[src/sv/csd_pkg.sv]
// Shared types and constants for the command string decoder.
// Holds the command name table, the word kinds and the front-to-back queue word.
package csd_pkg;

  // Name table geometry.
  localparam int TABLE_SIZE  = 4;
  localparam int NAME_SLOTS  = 8;
  localparam int CHAR_W      = 8;
  localparam int POS_W       = 4;
  localparam int TASK_W      = 2;
  localparam int QUEUE_DEPTH = 2;
  localparam int QPTR_W      = $clog2(QUEUE_DEPTH);
  localparam int QCNT_W      = $clog2(QUEUE_DEPTH + 1);

  localparam logic [POS_W-1:0]  POS_LIMIT  = 4'd15;
  localparam logic [CHAR_W-1:0] CHAR_END   = 8'h00;
  localparam logic [CHAR_W-1:0] CHAR_SPACE = 8'h20;
  localparam logic [CHAR_W-1:0] CHAR_ZERO  = 8'h30;

  // Command names, one character per slot, unused slots zero.
  localparam logic [CHAR_W-1:0] NAME_CHARS [TABLE_SIZE][NAME_SLOTS] = '{
    '{8'h73, 8'h65, 8'h72, 8'h76, 8'h6f, 8'h00, 8'h00, 8'h00},  // servo
    '{8'h6c, 8'h65, 8'h64, 8'h5f, 8'h6f, 8'h6e, 8'h00, 8'h00},  // led_on
    '{8'h6c, 8'h65, 8'h64, 8'h5f, 8'h6f, 8'h66, 8'h66, 8'h00},  // led_off
    '{8'h72, 8'h67, 8'h62, 8'h00, 8'h00, 8'h00, 8'h00, 8'h00}   // rgb
  };
  localparam logic [POS_W-1:0] NAME_LEN [TABLE_SIZE] = '{4'd5, 4'd6, 4'd7, 4'd3};

  // Character classes found by the front end.
  typedef enum logic [1:0] {
    KIND_CHAR,
    KIND_SPACE,
    KIND_END
  } kind_t;

  // One classified word as it travels through the queue.
  typedef struct packed {
    kind_t             kind;
    logic [CHAR_W-1:0] char_code;
  } word_t;

  // Front end to queue write request.
  typedef struct packed {
    logic  push;
    word_t word;
  } push_t;

  // Queue to back end status.
  typedef struct packed {
    logic  empty;
    logic  full;
    word_t head;
  } qstat_t;

endpackage

[src/sv/csd_front.sv]
// Front end of the command string decoder: accepts input words and classifies them.
// Depends on csd_pkg; feeds csd_queue.
module csd_front (
  input  logic                   in_valid,
  output logic                   in_ready,
  input  logic [7:0]             in_char_code,
  input  csd_pkg::qstat_t        qstat,
  output csd_pkg::push_t         push_req
);
  import csd_pkg::*;

  // Accept whenever the queue has a free slot.
  assign in_ready = !qstat.full;

  // Classify the character and hand it to the queue.
  always_comb begin
    push_req.push           = in_valid && !qstat.full;
    push_req.word.char_code = in_char_code;
    if (in_char_code == CHAR_END) begin
      push_req.word.kind = KIND_END;
    end else if (in_char_code == CHAR_SPACE) begin
      push_req.word.kind = KIND_SPACE;
    end else begin
      push_req.word.kind = KIND_CHAR;
    end
  end

endmodule

[src/sv/csd_queue.sv]
// Short queue of classified words between the front and back ends.
// Depends on csd_pkg.
module csd_queue (
  input  logic                   clk,
  input  logic                   rst_n,
  input  csd_pkg::push_t         push_req,
  input  logic                   pop,
  output csd_pkg::qstat_t        qstat
);
  import csd_pkg::*;

  word_t               slot_r [QUEUE_DEPTH];
  logic [QPTR_W-1:0]   wr_ptr_r, wr_ptr_nxt;
  logic [QPTR_W-1:0]   rd_ptr_r, rd_ptr_nxt;
  logic [QCNT_W-1:0]   count_r, count_nxt;

  // Pointer and fill count updates.
  always_comb begin
    wr_ptr_nxt = push_req.push ? wr_ptr_r + 1'b1 : wr_ptr_r;
    rd_ptr_nxt = pop ? rd_ptr_r + 1'b1 : rd_ptr_r;
    count_nxt  = count_r;
    if (push_req.push && !pop) begin
      count_nxt = count_r + 1'b1;
    end else if (!push_req.push && pop) begin
      count_nxt = count_r - 1'b1;
    end
  end

  always_ff @(posedge clk) begin
    if (!rst_n) begin
      wr_ptr_r <= '0;
      rd_ptr_r <= '0;
      count_r  <= '0;
    end else begin
      wr_ptr_r <= wr_ptr_nxt;
      rd_ptr_r <= rd_ptr_nxt;
      count_r  <= count_nxt;
    end
  end

  // Word storage.
  always_ff @(posedge clk) begin
    if (push_req.push) begin
      slot_r[wr_ptr_r] <= push_req.word;
    end
  end

  // Status toward both ends.
  always_comb begin
    qstat.empty = (count_r == '0);
    qstat.full  = (count_r == QCNT_W'(QUEUE_DEPTH));
    qstat.head  = slot_r[rd_ptr_r];
  end

endmodule

[src/sv/csd_back.sv]
// Back end of the command string decoder: name matching, value folding and result register.
// Depends on csd_pkg; drains csd_queue.
module csd_back #(
  parameter int NUM_COMMANDS = 4
) (
  input  logic                   clk,
  input  logic                   rst_n,
  input  csd_pkg::qstat_t        qstat,
  output logic                   pop,
  output logic                   out_valid,
  input  logic                   out_ready,
  output logic                   out_found,
  output logic [1:0]             out_cmd_index,
  output logic [7:0]             out_command_value
);
  import csd_pkg::*;

  logic                   phase_r, phase_nxt;
  logic [TABLE_SIZE-1:0]  alive_r, alive_nxt;
  logic [POS_W-1:0]       pos_r, pos_nxt;
  logic [CHAR_W-1:0]      acc_r, acc_nxt;
  logic                   out_valid_r, out_valid_nxt;
  logic                   found_r;
  logic [TASK_W-1:0]      task_r;
  logic [CHAR_W-1:0]      value_r;

  logic                   out_free;
  logic                   pop_end;
  logic [TABLE_SIZE-1:0]  keep;
  logic                   hit;
  logic [TASK_W-1:0]      hit_index;
  logic [CHAR_W-1:0]      folded;

  // A terminator waits until the result register can take it.
  assign out_free = !out_valid_r || out_ready;
  assign pop      = !qstat.empty && ((qstat.head.kind != KIND_END) || out_free);
  assign pop_end  = pop && (qstat.head.kind == KIND_END);

  // Per-entry prefix check for the current name character.
  always_comb begin
    for (int i = 0; i < TABLE_SIZE; i++) begin
      keep[i] = (pos_r < NAME_LEN[i]) &&
                (NAME_CHARS[i][pos_r[2:0]] == qstat.head.char_code);
    end
  end

  // Exact match at the terminator, lowest index wins.
  always_comb begin
    hit       = 1'b0;
    hit_index = '0;
    for (int i = TABLE_SIZE - 1; i >= 0; i--) begin
      if ((i < NUM_COMMANDS) && alive_r[i] && (NAME_LEN[i] == pos_r) && (pos_r != '0)) begin
        hit       = 1'b1;
        hit_index = TASK_W'(i);
      end
    end
  end

  // Decimal fold: value*10 + char - '0', kept to eight bits.
  assign folded = (acc_r << 3) + (acc_r << 1) + qstat.head.char_code - CHAR_ZERO;

  // Decode state update for the word being drained.
  always_comb begin
    phase_nxt = phase_r;
    alive_nxt = alive_r;
    pos_nxt   = pos_r;
    acc_nxt   = acc_r;
    if (pop) begin
      if (qstat.head.kind == KIND_END) begin
        phase_nxt = 1'b0;
        alive_nxt = '1;
        pos_nxt   = '0;
        acc_nxt   = '0;
      end else if (phase_r) begin
        acc_nxt = folded;
      end else if (qstat.head.kind == KIND_SPACE) begin
        phase_nxt = 1'b1;
        acc_nxt   = '0;
      end else begin
        alive_nxt = alive_r & keep;
        if (pos_r < POS_LIMIT) begin
          pos_nxt = pos_r + 1'b1;
        end
      end
    end
  end

  always_ff @(posedge clk) begin
    if (!rst_n) begin
      phase_r <= 1'b0;
      alive_r <= '1;
      pos_r   <= '0;
      acc_r   <= '0;
    end else begin
      phase_r <= phase_nxt;
      alive_r <= alive_nxt;
      pos_r   <= pos_nxt;
      acc_r   <= acc_nxt;
    end
  end

  // Result register holds the word until it is taken.
  assign out_valid_nxt = (out_valid_r && !out_ready) || pop_end;

  always_ff @(posedge clk) begin
    if (!rst_n) begin
      out_valid_r <= 1'b0;
    end else begin
      out_valid_r <= out_valid_nxt;
    end
  end

  always_ff @(posedge clk) begin
    if (pop_end) begin
      found_r <= hit;
      task_r  <= hit_index;
      value_r <= phase_r ? acc_r : '0;
    end
  end

  assign out_valid         = out_valid_r;
  assign out_found         = found_r;
  assign out_cmd_index     = task_r;
  assign out_command_value = value_r;

endmodule

[src/sv/command_string_decoder.sv]
// Command string decoder. Takes one character word per cycle and returns one result word
// (found, task index, value) when the zero terminator arrives; other characters give no
// result. A word accepted at the input is classified by the front end into a two-entry
// queue and drained from its head by the back end; a drained terminator's result is loaded
// into the result register and offered from then on. Sustained rate is one word per
// cycle, set by the back end's single decode step per word; the input stalls only when the
// queue is full, which happens when a terminator waits at the queue head behind a result
// word that has not been taken and one more word has arrived behind it.
module command_string_decoder #(
  parameter int NUM_COMMANDS = 4
) (
  input  logic       clk,
  input  logic       rst_n,
  input  logic       in_valid,
  output logic       in_ready,
  input  logic [7:0] in_char_code,
  output logic       out_valid,
  input  logic       out_ready,
  output logic       out_found,
  output logic [1:0] out_cmd_index,
  output logic [7:0] out_command_value
);
  import csd_pkg::*;

  push_t  push_req;
  qstat_t qstat;
  logic   pop;

  // Front end: accept and classify.
  csd_front u_front (
    .in_valid     (in_valid),
    .in_ready     (in_ready),
    .in_char_code (in_char_code),
    .qstat        (qstat),
    .push_req     (push_req)
  );

  // Queue between the two ends.
  csd_queue u_queue (
    .clk      (clk),
    .rst_n    (rst_n),
    .push_req (push_req),
    .pop      (pop),
    .qstat    (qstat)
  );

  // Back end: match, fold and deliver.
  csd_back #(
    .NUM_COMMANDS (NUM_COMMANDS)
  ) u_back (
    .clk               (clk),
    .rst_n             (rst_n),
    .qstat             (qstat),
    .pop               (pop),
    .out_valid         (out_valid),
    .out_ready         (out_ready),
    .out_found         (out_found),
    .out_cmd_index     (out_cmd_index),
    .out_command_value (out_command_value)
  );

endmodule

[config.mk]
export PLATFORM = sky130hd
export DESIGN_NAME = command_string_decoder
export DESIGN_NICKNAME = d
export VERILOG_FILES = /design/src/sv/csd_pkg.sv /design/src/sv/csd_front.sv /design/src/sv/csd_queue.sv /design/src/sv/csd_back.sv /design/src/sv/command_string_decoder.sv
export SDC_FILE = /design/constraint.sdc
export NUM_CORES = 1
export LEC_CHECK = 0
export BUFFER_PORTS_ARGS = -buffer_cell sky130_fd_sc_hd__buf_2
export CORE_MARGIN = 2
export CORE_UTILIZATION = 35
export DETAILED_ROUTE_END_ITERATION = 10
export PLACE_DENSITY = 0.52
export SLEW_MARGIN = 20
export SYNTH_ARGS = -nofsm -noshare
export SYNTH_HDL_FRONTEND = slang
export SYNTH_SLANG_ARGS = --single-unit
[constraint.sdc]
create_clock -name clk -period 4 [get_ports clk]
set_input_delay 0.2 -clock clk [delete_from_list [all_inputs] [get_ports clk]]
set_output_delay 0.2 -clock clk [all_outputs]
set_load 0.01 [all_outputs]
==> metrics.md, run 1 <==
| Metric | Value |
|---|---|
| RSZ-0062 raised after global routing | `no` |
| Unique masters post-synth | `52` |
| Kind of critical path | `register to register` |
| Hold Crit Depth | `1` |
| Inst Count DP | `416` |
| Core ar. | `8678 um2` |
| Minimum clock period | `3400 ps` |
| Total power density per cell area | `614.3 nW/um2` |
| Cell chosen for the clock root | `clkbuf_8` |
| Status | `finished, final reports clean` |
| Minimum setup slack among reg-to-reg paths | `600 ps` |
| Internal power | `1.294 mW` |
| Clock buffer count from CTS | `5` |
| Maximum clock skew at final layout | `5.943 ps` |
| Worst slew pin tran | `868.0 ps` |
| Area of the mapped netlist | `3115 um2` |
| Length of the first detailed-routing pass in iterations | `5` |
| Antenna violations before repair | `0` |
| Share of flip-flops with an asynchronous set or reset | `0%` |
| Min-delay worst type | `input pin to register` |
| Clock share of power | `18.1%` |
| Final HPWL DP | `4754 um` |
| Initial core utilization | `35.90%` |
| Chip Width | `98.35 um` |
| Reg power frac | `39.5%` |
| Wire length of the first global-routing pass | `10540 um` |
| Syn Inst Count | `289` |
| Port Buf Inserts | `24` |
| Aggregate global routing overflow | `0` |
| Final-layout setup total negative slack | `0 ps` |
| Dominant synthesized flop cell | `edfxtp_1` |
| Clock net sink count | `54` |
| Arrival @ worst endpoint | `3650 ps` |
| Capturing point of the worst reg2reg path | `u_back.acc_r[7]` |
| Count of vias placed by the detailed router | `2110` |
| Total routed wirelength | `6233 um` |
| Vertical die dimension | `98.35 um` |
| Crit path capture | `u_back.acc_r[7]` |
| Fraction of layout instances using a drive strength above 1 | `12.66%` |
| Die outline area | `9672 um2` |
| Net Sw Power | `832.4 uW` |
| Depth of the worst register-to-register path | `11` |
| H-tree depth reported by CTS | `2` |
| Startpoint of the most critical hold path | `in_char_code[1]` |
| Longest Clk Path Bufs | `2` |
| Vias per inst | `4.976` |
| Warnings, synthesis | `0` |
| Largest net degree at the start of global routing | `19` |
| Post-synthesis average cell area | `10.78 um2` |
| Critical path required time | `4250 ps` |
| Number of setup buffers added after CTS | `0` |
| TritonCTS clock tree | `yes` |
| Fmax | `294.1 MHz` |
| Post-DRT Antenna Nets | `0` |
| CTS clock-pin slew for the worst setup and hold paths | `110 ps` |
| CTS Hold Buffers Added | `0` |
| Switching part of the total | `39.14%` |
| Final net count | `356` |
| Final hold violations | `0` |
| Wire length per cell | `14.70 um` |
| Count of pins on the block boundary | `25` |
| Area share of the largest cell type after synthesis | `29.88%` |
| Sequential cell area fraction in the yosys report | `44.66%` |
| Dominant cell type by area after synthesis | `edfxtp_1` |
| Largest cells by area after synthesis | `edfxtp_1 30%, dfxtp_1 15%, ha_1 9.6%` |
| Number of antenna diodes | `0` |
| Clock latency at the later pin of the worst-skew pair | `310 ps` |
| LEAKAGE | `1.375 nW` |
| Mapped Nets | `330` |
| Number of standard-cell rows in the floorplan | `34` |
| Count of flip-flops with a built-in enable after synthesis | `31` |
| Post-synthesis register bit count | `54` |
| Rel. slew slack | `41.92%` |
| Post-route non-filler standard cell count | `424` |
| DR iter-0 viols | `96` |
| VDD IR max | `255.3 uV` |
| Via count of the first global-routing pass | `2048` |
| Number of maximum-capacitance violations | `0` |
| Tot GR Track Use | `13.67%` |
| Layout-stage area growth over the synthesis result | `11.12%` |
| Logic gate share of total power | `42.4%` |
| Post-CTS resize count | `0` |
| Final weighted congestion in routability-driven placement | `0.8164` |
| Period utilization | `85.01%` |
| Worst-path fanout max | `9` |
| Critical path launch point type | `register` |
| Number of failing setup endpoints in the final timing report | `0` |
| Max-slew violation count | `0` |
| DRC Markers | `0` |
| Capturing element type of the critical path | `register` |
-- synthesized netlist by cell type (all sizes together) (2+ instances only) --
cell type  number
xor2           10
o2111ai         3
fa              5
nor2b           4
buf             3
and2            8
xnor2          13
a21oi          16
nor2           27
and3            2
nand2b          3
a21o            2
nor3b           2
mux2i          12
or3             2
a31oi           4
a32oi           2
inv            29
o21ai           7
ha             24
edfxtp         31
nor3            4
nand3           5
o211ai          2
o22ai           2
o31ai           3
dfxtp          23
nor4            2
a22oi           6
nand2          13
clkbuf          3
-- worst min-delay path by stage --
stage	end	slack [ps]
floorplan	u_queue.slot_r[0][0]	300
global placement	u_queue.slot_r[1][1]	410
detailed placement	u_queue.slot_r[0][1]	410
CTS	u_queue.slot_r[0][1]	80
global route	u_queue.slot_r[0][6]	80
finish	u_queue.slot_r[0][1]	90
-- state kept, by name (all words and copies together) (netlist names), named ones only --
signal / count
u_back.alive_r: 4
u_queue.wr_ptr_r: 1
u_back.out_cmd_index: 2
u_back.pos_r: 4
u_back.phase_r: 1
u_back.out_found: 1
u_back.out_command_value: 8
u_queue.rd_ptr_r: 1
u_back.out_valid: 1
u_queue.count_r: 2
u_queue.slot_r: 20
u_back.acc_r: 8
-- cells by family after synthesis --
kind of cell | Yosys count | synth area share, %
AOI/OAI and AO/OA | 58 | 13.09
xor gates and xnor gates | 24 | 7.189
DFF | 54 | 44.66
and+or+nand+nor | 76 | 11.97
muxes | 12 | 5.582
buffers and inverters | 36 | 4.658
adders and majority gates | 29 | 12.85
-- metal layers --
metal / share of wire (%) / GRT usage (%) / vias to the layer above
li1: - / - / 1076
met1: 51 / 19.82 / 992
met2: 45 / 21.30 / 35
met3: 3.3 / 2.505 / 7
met4: 1.3 / 3.267 / 0
met5: 0 / 0 / -
-- cells in the final DEF, fill, tap and decap left out, types with 5 or more instances in the layout --
cell type,netlist,routed
edfxtp_1,31,31
inv_1,29,29
nor2_1,27,27
ha_1,24,24
buf_2,2,24
dfxtp_1,23,23
a21oi_1,16,16
nand2_1,13,13
xnor2_1,13,13
xor2_1,10,10
and2_1,8,8
mux2i_1,7,7
a22oi_1,6,6
nand3_1,5,5
fa_1,5,5
clkbuf_8,0,5
-- worst max-delay path: stages (launching register included) --
cell	delay [ps]
dfxtp_1	760
mux2i_4	460
fa_1	460
inv_1	60
ha_1	230
ha_1	230
fa_1	410
a21o_1	190
a21oi_1	160
xor2_1	160
a22oi_1	80
nor2_1	120
-- layout make-up --
class	instances	area, um2
clock buffers	5	68.82
repair buffers	25	127.6
well taps	108	135.1
inverters	30	112.6
multi-input cells	199	1579
clock inverters	3	47.55
fillers	869	5216
flip-flops and latches	54	1391
-- stage by stage --
stage / setup slack (ps) / hold slack, ps / area, um2 / power, mW / utilization, %
after floorplan: 955.0 / 298.9 / 3115 / 1.542 / -
after global placement: 666.6 / 406.3 / 3346 / 1.765 / 38.55
after detailed placement: 623.0 / 410.6 / 3346 / 1.762 / 38.55
after CTS: 574.9 / 80.52 / 3462 / 2.153 / 39.89
after global routing: 383.5 / 83.01 / 3462 / 2.303 / 39.89
final: 599.7 / 90.23 / 3462 / 2.127 / 39.89
-- power by group through the flow --
stage	clock network [mW]	logic (mW)	registers, mW
2_1_floorplan	0	0.739	0.803
3_3_place_gp	0	0.909	0.856
3_5_place_dp	0	0.907	0.854
4_1_cts	0.398	0.913	0.842
5_1_grt	0.417	1.03	0.861
6_report	0.384	0.903	0.840
Power figures use the tool's default switching activity.
==> run 2, diff against run 1 <==
Clock period 4 ns to 3.9 ns, I/O delays scaled along.
==> metrics.md, run 2 (synthesis results as in run 1) <==
| Metric | Value |
|---|---|
| Status | `finished, final reports clean` |
| Fmax | `293.0 MHz` |
| Cell chosen for the clock root | `clkbuf_8` |
| Capturing element type of the critical path | `register` |
| Initial core utilization | `35.90%` |
| FILL cells | `885` |
| RSZ-0062 raised after global routing | `no` |
| WHS Endpoint | `u_queue.slot_r[1][2]` |
| Critical path launch point type | `register` |
| DR iter-0 viols | `75` |
| Via count of the first global-routing pass | `2053` |
| Max FFs per register | `20` |
| Levels on crit path | `11` |
| Vias per inst | `5.040` |
| LEAKAGE | `1.375 nW` |
| CTS Hold Buffers Added | `0` |
| Longest Clk Path Bufs | `2` |
| Max-slew violation count | `0` |
| CTS clock-pin slew for the worst setup and hold paths | `110 ps` |
| Aggregate global routing overflow | `0` |
| Post-route non-filler standard cell count | `424` |
| Count of vias placed by the detailed router | `2137` |
| Area of the multi-input gates | `1579 um2` |
| Inst Count DP | `416` |
| Clock buffer count from CTS | `5` |
| Hold Crit Depth | `1` |
| Critical path required time | `4150 ps` |
| Placement Cell Area | `3346 um2` |
| Largest net degree at the start of global routing | `19` |
| Vertical die dimension | `98.35 um` |
| Commonest non-fill, non-tap cells in the layout | `31 x edfxtp_1, 29 x inv_1, 27 x nor2_1` |
| Wire length per cell | `15.01 um` |
| Slowest cell on the critical path | `dfxtp_1` |
| DRC Markers | `0` |
| Worst-path fanout max | `9` |
| Final HPWL DP | `4812 um` |
| Final net count | `356` |
| Chip Width | `98.35 um` |
| Wire length of the first global-routing pass | `10700 um` |
| Number of antenna diodes | `0` |
| Arrival @ worst endpoint | `3660 ps` |
| Die outline area | `9672 um2` |
| Min-delay worst type | `input pin to register` |
| Final-layout setup total negative slack | `0 ps` |
| Minimum clock period | `3413 ps` |
| Hold Slack | `81.59 ps` |
| Final hold violations | `0` |
| Clock net sink count | `54` |
| Final weighted congestion in routability-driven placement | `0.8164` |
| VDD IR max | `269.7 uV` |
| Non-Filler Cell Area, Final | `3462 um2` |
| Post-CTS resize count | `0` |
| H-tree depth reported by CTS | `2` |
| Post-DRT Antenna Nets | `0` |
| Clock latency at the later pin of the worst-skew pair | `320 ps` |
| Cell class contributing the biggest share of worst-path delay | `adder cells` |
| Length of the first detailed-routing pass in iterations | `4` |
| Period utilization | `87.50%` |
| Most common library cell in the layout ignoring fill and taps | `edfxtp_1` |
| Count of pins on the block boundary | `25` |
| Layout Utilization | `39.89%` |
| Port Buf Inserts | `24` |
| Fraction of layout instances using a drive strength above 1 | `12.66%` |
| Depth of the worst register-to-register path | `11` |
| Core ar. | `8678 um2` |
| Tot GR Track Use | `13.79%` |
| Cells along the critical path | `mux2i_4 -> fa_1 -> inv_1 -> ha_1 -> ha_1 -> fa_1 -> a21o_1 -> a21oi_1 -> xor2_1 -> a22oi_1 -> nor2_1` |
| Number of maximum-capacitance violations | `0` |
| Number of failing setup endpoints in the final timing report | `0` |
| Number of setup buffers added after CTS | `0` |
| Rel. slew slack | `41.54%` |
| Worst slew pin tran | `875.0 ps` |
| Antenna violations before repair | `0` |
| Area occupied by registers | `1391 um2` |
| TritonCTS clock tree | `yes` |
| Layout-stage area growth over the synthesis result | `11.12%` |
| Capturing point of the worst reg2reg path | `u_back.acc_r[7]` |
| Kind of critical path | `register to register` |
| Minimum setup slack among reg-to-reg paths | `490 ps` |
| Buffers and inverters on the worst path | `1` |
| Total power density per cell area | `633.4 nW/um2` |
| Slowest cell delay on critical path | `770 ps` |
| Startpoint of the most critical hold path | `in_char_code[2]` |
| Number of standard-cell rows in the floorplan | `34` |
| Register containing the most flip-flops in the final layout | `u_queue.slot_r` |
| Total routed wirelength | `6365 um` |
| Maximum clock skew at final layout | `12.32 ps` |
[run 2: cell counts in the layout (fill, tap and decap cells not counted)]
No cell type changed its count.
[run 2: routing by layer]
layer	wire (um)	global-route usage (%)	up-vias
li1	-	-	1077
met4	53	2.213	0
met2	2838	21.04	37
met3	203	2.291	7
met1	3269	21.01	1016
met5	0	0	-
[run 2: cell type report]
class	instances	area share [%]
flip-flops and latches	54	40.19
well taps	108	3.903
clock inverters	3	1.373
repair buffers	25	3.686
inverters	30	3.253
multi-input cells	199	45.61
clock buffers	5	1.988
[run 2: worst register-to-register path, stage by stage, from the launching register on]
cell     delay [ps]
dfxtp_1         770
mux2i_4         460
fa_1            460
inv_1            60
ha_1            230
ha_1            230
fa_1            410
a21o_1          190
a21oi_1         160
xor2_1          170
a22oi_1          80
nor2_1          120
[run 2: worst max path at each step]
stage,start,to,slack (ps)
after floorplan,register,u_back.acc_r[7],860
after global placement,register,u_back.acc_r[7],570
after detailed placement,register,u_back.acc_r[7],520
after CTS,register,u_back.acc_r[7],460
after global routing,register,u_back.acc_r[7],240
final,register,u_back.acc_r[7],490
[run 2: report_power, final]
part / internal (mW) / leakage, nW / total (mW) / switching, mW
logic: 0.405 / 0.836 / 0.928 / 0.523
clock network: 0.195 / 0.0587 / 0.400 / 0.205
registers: 0.728 / 0.479 / 0.865 / 0.137
[run 2: through the flow]
stage / setup WS, ps / power (mW)
4_1_cts: 463.3 / 2.215
6_report: 487.5 / 2.193
5_1_grt: 241.6 / 2.372
3_3_place_gp: 566.6 / 1.810
3_5_place_dp: 524.1 / 1.810
2_1_floorplan: 855.0 / 1.581
==> run 3, diff against run 2 <==
Settings changed: ABC_AREA from default to 1.
==> metrics.md, run 3 <==
| Metric | Value |
|---|---|
| LEAKAGE | `1.739 nW` |
| Hold Slack | `82.12 ps` |
| Fmax | `325.1 MHz` |
| Port Buf Inserts | `24` |
| CTS clock-pin slew for the worst setup and hold paths | `100 ps` |
| Syn Inst Count | `417` |
| H-tree depth reported by CTS | `2` |
| Global Route met3 Usage | `2.635%` |
| Clock net sink count | `54` |
| Wire length per cell | `12.72 um` |
| Post-CTS resize count | `0` |
| Wire length of the first global-routing pass | `11840 um` |
| Final hold violations | `0` |
| Warnings, synthesis | `0` |
| Number of antenna diodes | `0` |
| Fraction of layout instances using a drive strength above 1 | `13.06%` |
| Number of failing setup endpoints in the final timing report | `0` |
| Most frequent cell after synthesis | `nand2_1` |
| Largest net degree at the start of global routing | `16` |
| Depth of the worst register-to-register path | `14` |
| CTS Hold Buffers Added | `0` |
| Area occupied by registers | `1391 um2` |
| Routing layer with the top usage in global route | `met2` |
| Hold Crit Depth | `1` |
| Commonest non-fill, non-tap cells in the layout | `138 x nand2_1, 58 x inv_1, 31 x edfxtp_1` |
| Largest cells by area after synthesis | `edfxtp_1 28%, nand2_1 16%, dfxtp_1 14%` |
| Vias per inst | `4.589` |
| Max-slew violation count | `0` |
| Final-layout setup total negative slack | `0 ps` |
| Max FFs per register | `20` |
| Arrival @ worst endpoint | `3310 ps` |
| Levels on crit path | `14` |
| FILL cells | `956` |
| Clock latency at the later pin of the worst-skew pair | `310 ps` |
| Worst slew pin tran | `844.6 ps` |
| Worst-path fanout max | `14` |
| Rel. slew slack | `43.49%` |
| Final net count | `484` |
| Capturing element type of the critical path | `register` |
| Via count of the first global-routing pass | `2424` |
| Register containing the most flip-flops in the final layout | `u_queue.slot_r` |
| Status | `finished, final reports clean` |
| Cells along the critical path | `inv_2 -> nand2_2 -> nand2_2 -> inv_1 -> fa_1 -> inv_1 -> ha_1 -> ha_1 -> fa_1 -> a21oi_1 -> o21bai_1 -> nand3_1 -> nand3_1 -> a21oi_1` |
| Minimum clock period | `3076 ps` |
| Mapped Nets | `458` |
| Cell class contributing the biggest share of worst-path delay | `adder cells` |
| Post-synthesis average cell area | `7.894 um2` |
| Post-DRT Antenna Nets | `0` |
| Maximum clock skew at final layout | `7.094 ps` |
| Most common library cell in the layout ignoring fill and taps | `nand2_1` |
| Antenna violations before repair | `0` |
| Number of standard-cell rows in the floorplan | `35` |
| Number of setup buffers added after CTS | `0` |
| Die outline area | `10200 um2` |
| Critical path launch point type | `register` |
| Kind of critical path | `register to register` |
| DR iter-0 viols | `99` |
| Buffers and inverters on the worst path | `3` |
| Area of the multi-input gates | `1618 um2` |
| Total power density per cell area | `660.4 nW/um2` |
| RSZ-0062 raised after global routing | `no` |
| Post-synthesis register bit count | `54` |
| Total routed wirelength | `7058 um` |
| Longest Clk Path Bufs | `2` |
| Period utilization | `78.86%` |
| Final HPWL DP | `5556 um` |
| VDD IR max | `207.9 uV` |
| Count of vias placed by the detailed router | `2547` |
| Count of flip-flops with a built-in enable after synthesis | `31` |
| Dominant cell type by area after synthesis | `edfxtp_1` |
| Critical path required time | `4140 ps` |
| Count of pins on the block boundary | `25` |
| Dominant synthesized flop cell | `edfxtp_1` |
| Sequential cell area fraction in the yosys report | `42.27%` |
| Chip Width | `101.0 um` |
| Aggregate global routing overflow | `0` |
| TritonCTS clock tree | `yes` |
| Tot GR Track Use | `15.01%` |
| Vertical die dimension | `101.0 um` |
| Length of the first detailed-routing pass in iterations | `4` |
| DRC Markers | `0` |
| Min-delay worst type | `input pin to register` |
| Share of flip-flops with an asynchronous set or reset | `0%` |
| Number of maximum-capacitance violations | `0` |
| Met2 demand-to-capacity share in global routing | `24.67%` |
| Clock buffer count from CTS | `5` |
| Area of the mapped netlist | `3292 um2` |
| Commonest cells in the netlist | `138 x nand2_1, 58 x inv_1, 31 x edfxtp_1, 27 x nor2_1, 24 x ha_1` |
| Slowest cell delay on critical path | `620 ps` |
| Final weighted congestion in routability-driven placement | `0.8521` |
| Slowest cell on the critical path | `dfxtp_1` |
| Area share of the largest cell type after synthesis | `28.28%` |
| Unique masters post-synth | `33` |
| Cell chosen for the clock root | `clkbuf_8` |
| Initial core utilization | `35.80%` |
| Layout-stage area growth over the synthesis result | `9.920%` |
| Met1 capacity usage during global routing | `20.91%` |
| Layout Utilization | `39.35%` |
| Core ar. | `9196 um2` |
## run 3: per-layer routing
layer	vias to the layer above	wire length, um
li1	1373	-
met1	1129	3557
met3	5	205
met4	0	63
met2	40	3232
met5	-	0
## run 3: final timing paths
path	start	end	slack, ps
hold / removal	in_char_code[4]	u_queue.slot_r[1][4]	80
setup / recovery	register	u_back.acc_r[7]	820
hold reg to reg	u_back.alive_r[2]	u_back.alive_r[2]	460
setup reg to reg	register	u_back.acc_r[7]	820
## run 3: cells by family (layout without fill, tap and decap cells)
group | after synthesis | after routing | share of synthesized area [%]
flops | 54 | 54 | 42.27
fa+ha+maj | 29 | 29 | 12.16
simple gates | 214 | 214 | 28.16
xor+xnor | 6 | 6 | 1.596
buf+inv | 70 | 97 | 8.590
compound gates | 44 | 44 | 7.222
## run 3: final cells by class
type | instances | share of cell area [%]
inverter | 65 | 6.743
tap | 111 | 3.838
timing repair buffer | 24 | 3.319
clock inverter | 1 | 0.8299
clock buffer | 7 | 2.109
multi-input combinational | 293 | 44.71
sequential | 54 | 38.45
## run 3: worst reg2reg max path: stages, from the launching register on
cell	delay, ps
dfxtp_1	620
inv_2	230
nand2_2	130
nand2_2	90
inv_1	80
fa_1	400
inv_1	70
ha_1	230
ha_1	230
fa_1	400
a21oi_1	150
o21bai_1	90
nand3_1	90
nand3_1	70
a21oi_1	120
## run 3: report_power, final
part,internal [mW],switching (mW),total [mW]
logic,0.404,0.783,1.19
registers,0.733,0.0987,0.831
clock network,0.192,0.179,0.372
## run 3: per-stage QoR
step                area [um2]  power [mW]  instances  setup slack, ps
global placement          3512       2.033        547            871.6
CTS                       3618       2.412        555            795.1
floorplan                 3292       1.751        417             1201
global route              3618       2.641        555            560.0
detailed placement        3512       2.028        547            830.2
finish                    3618       2.389        555            824.4
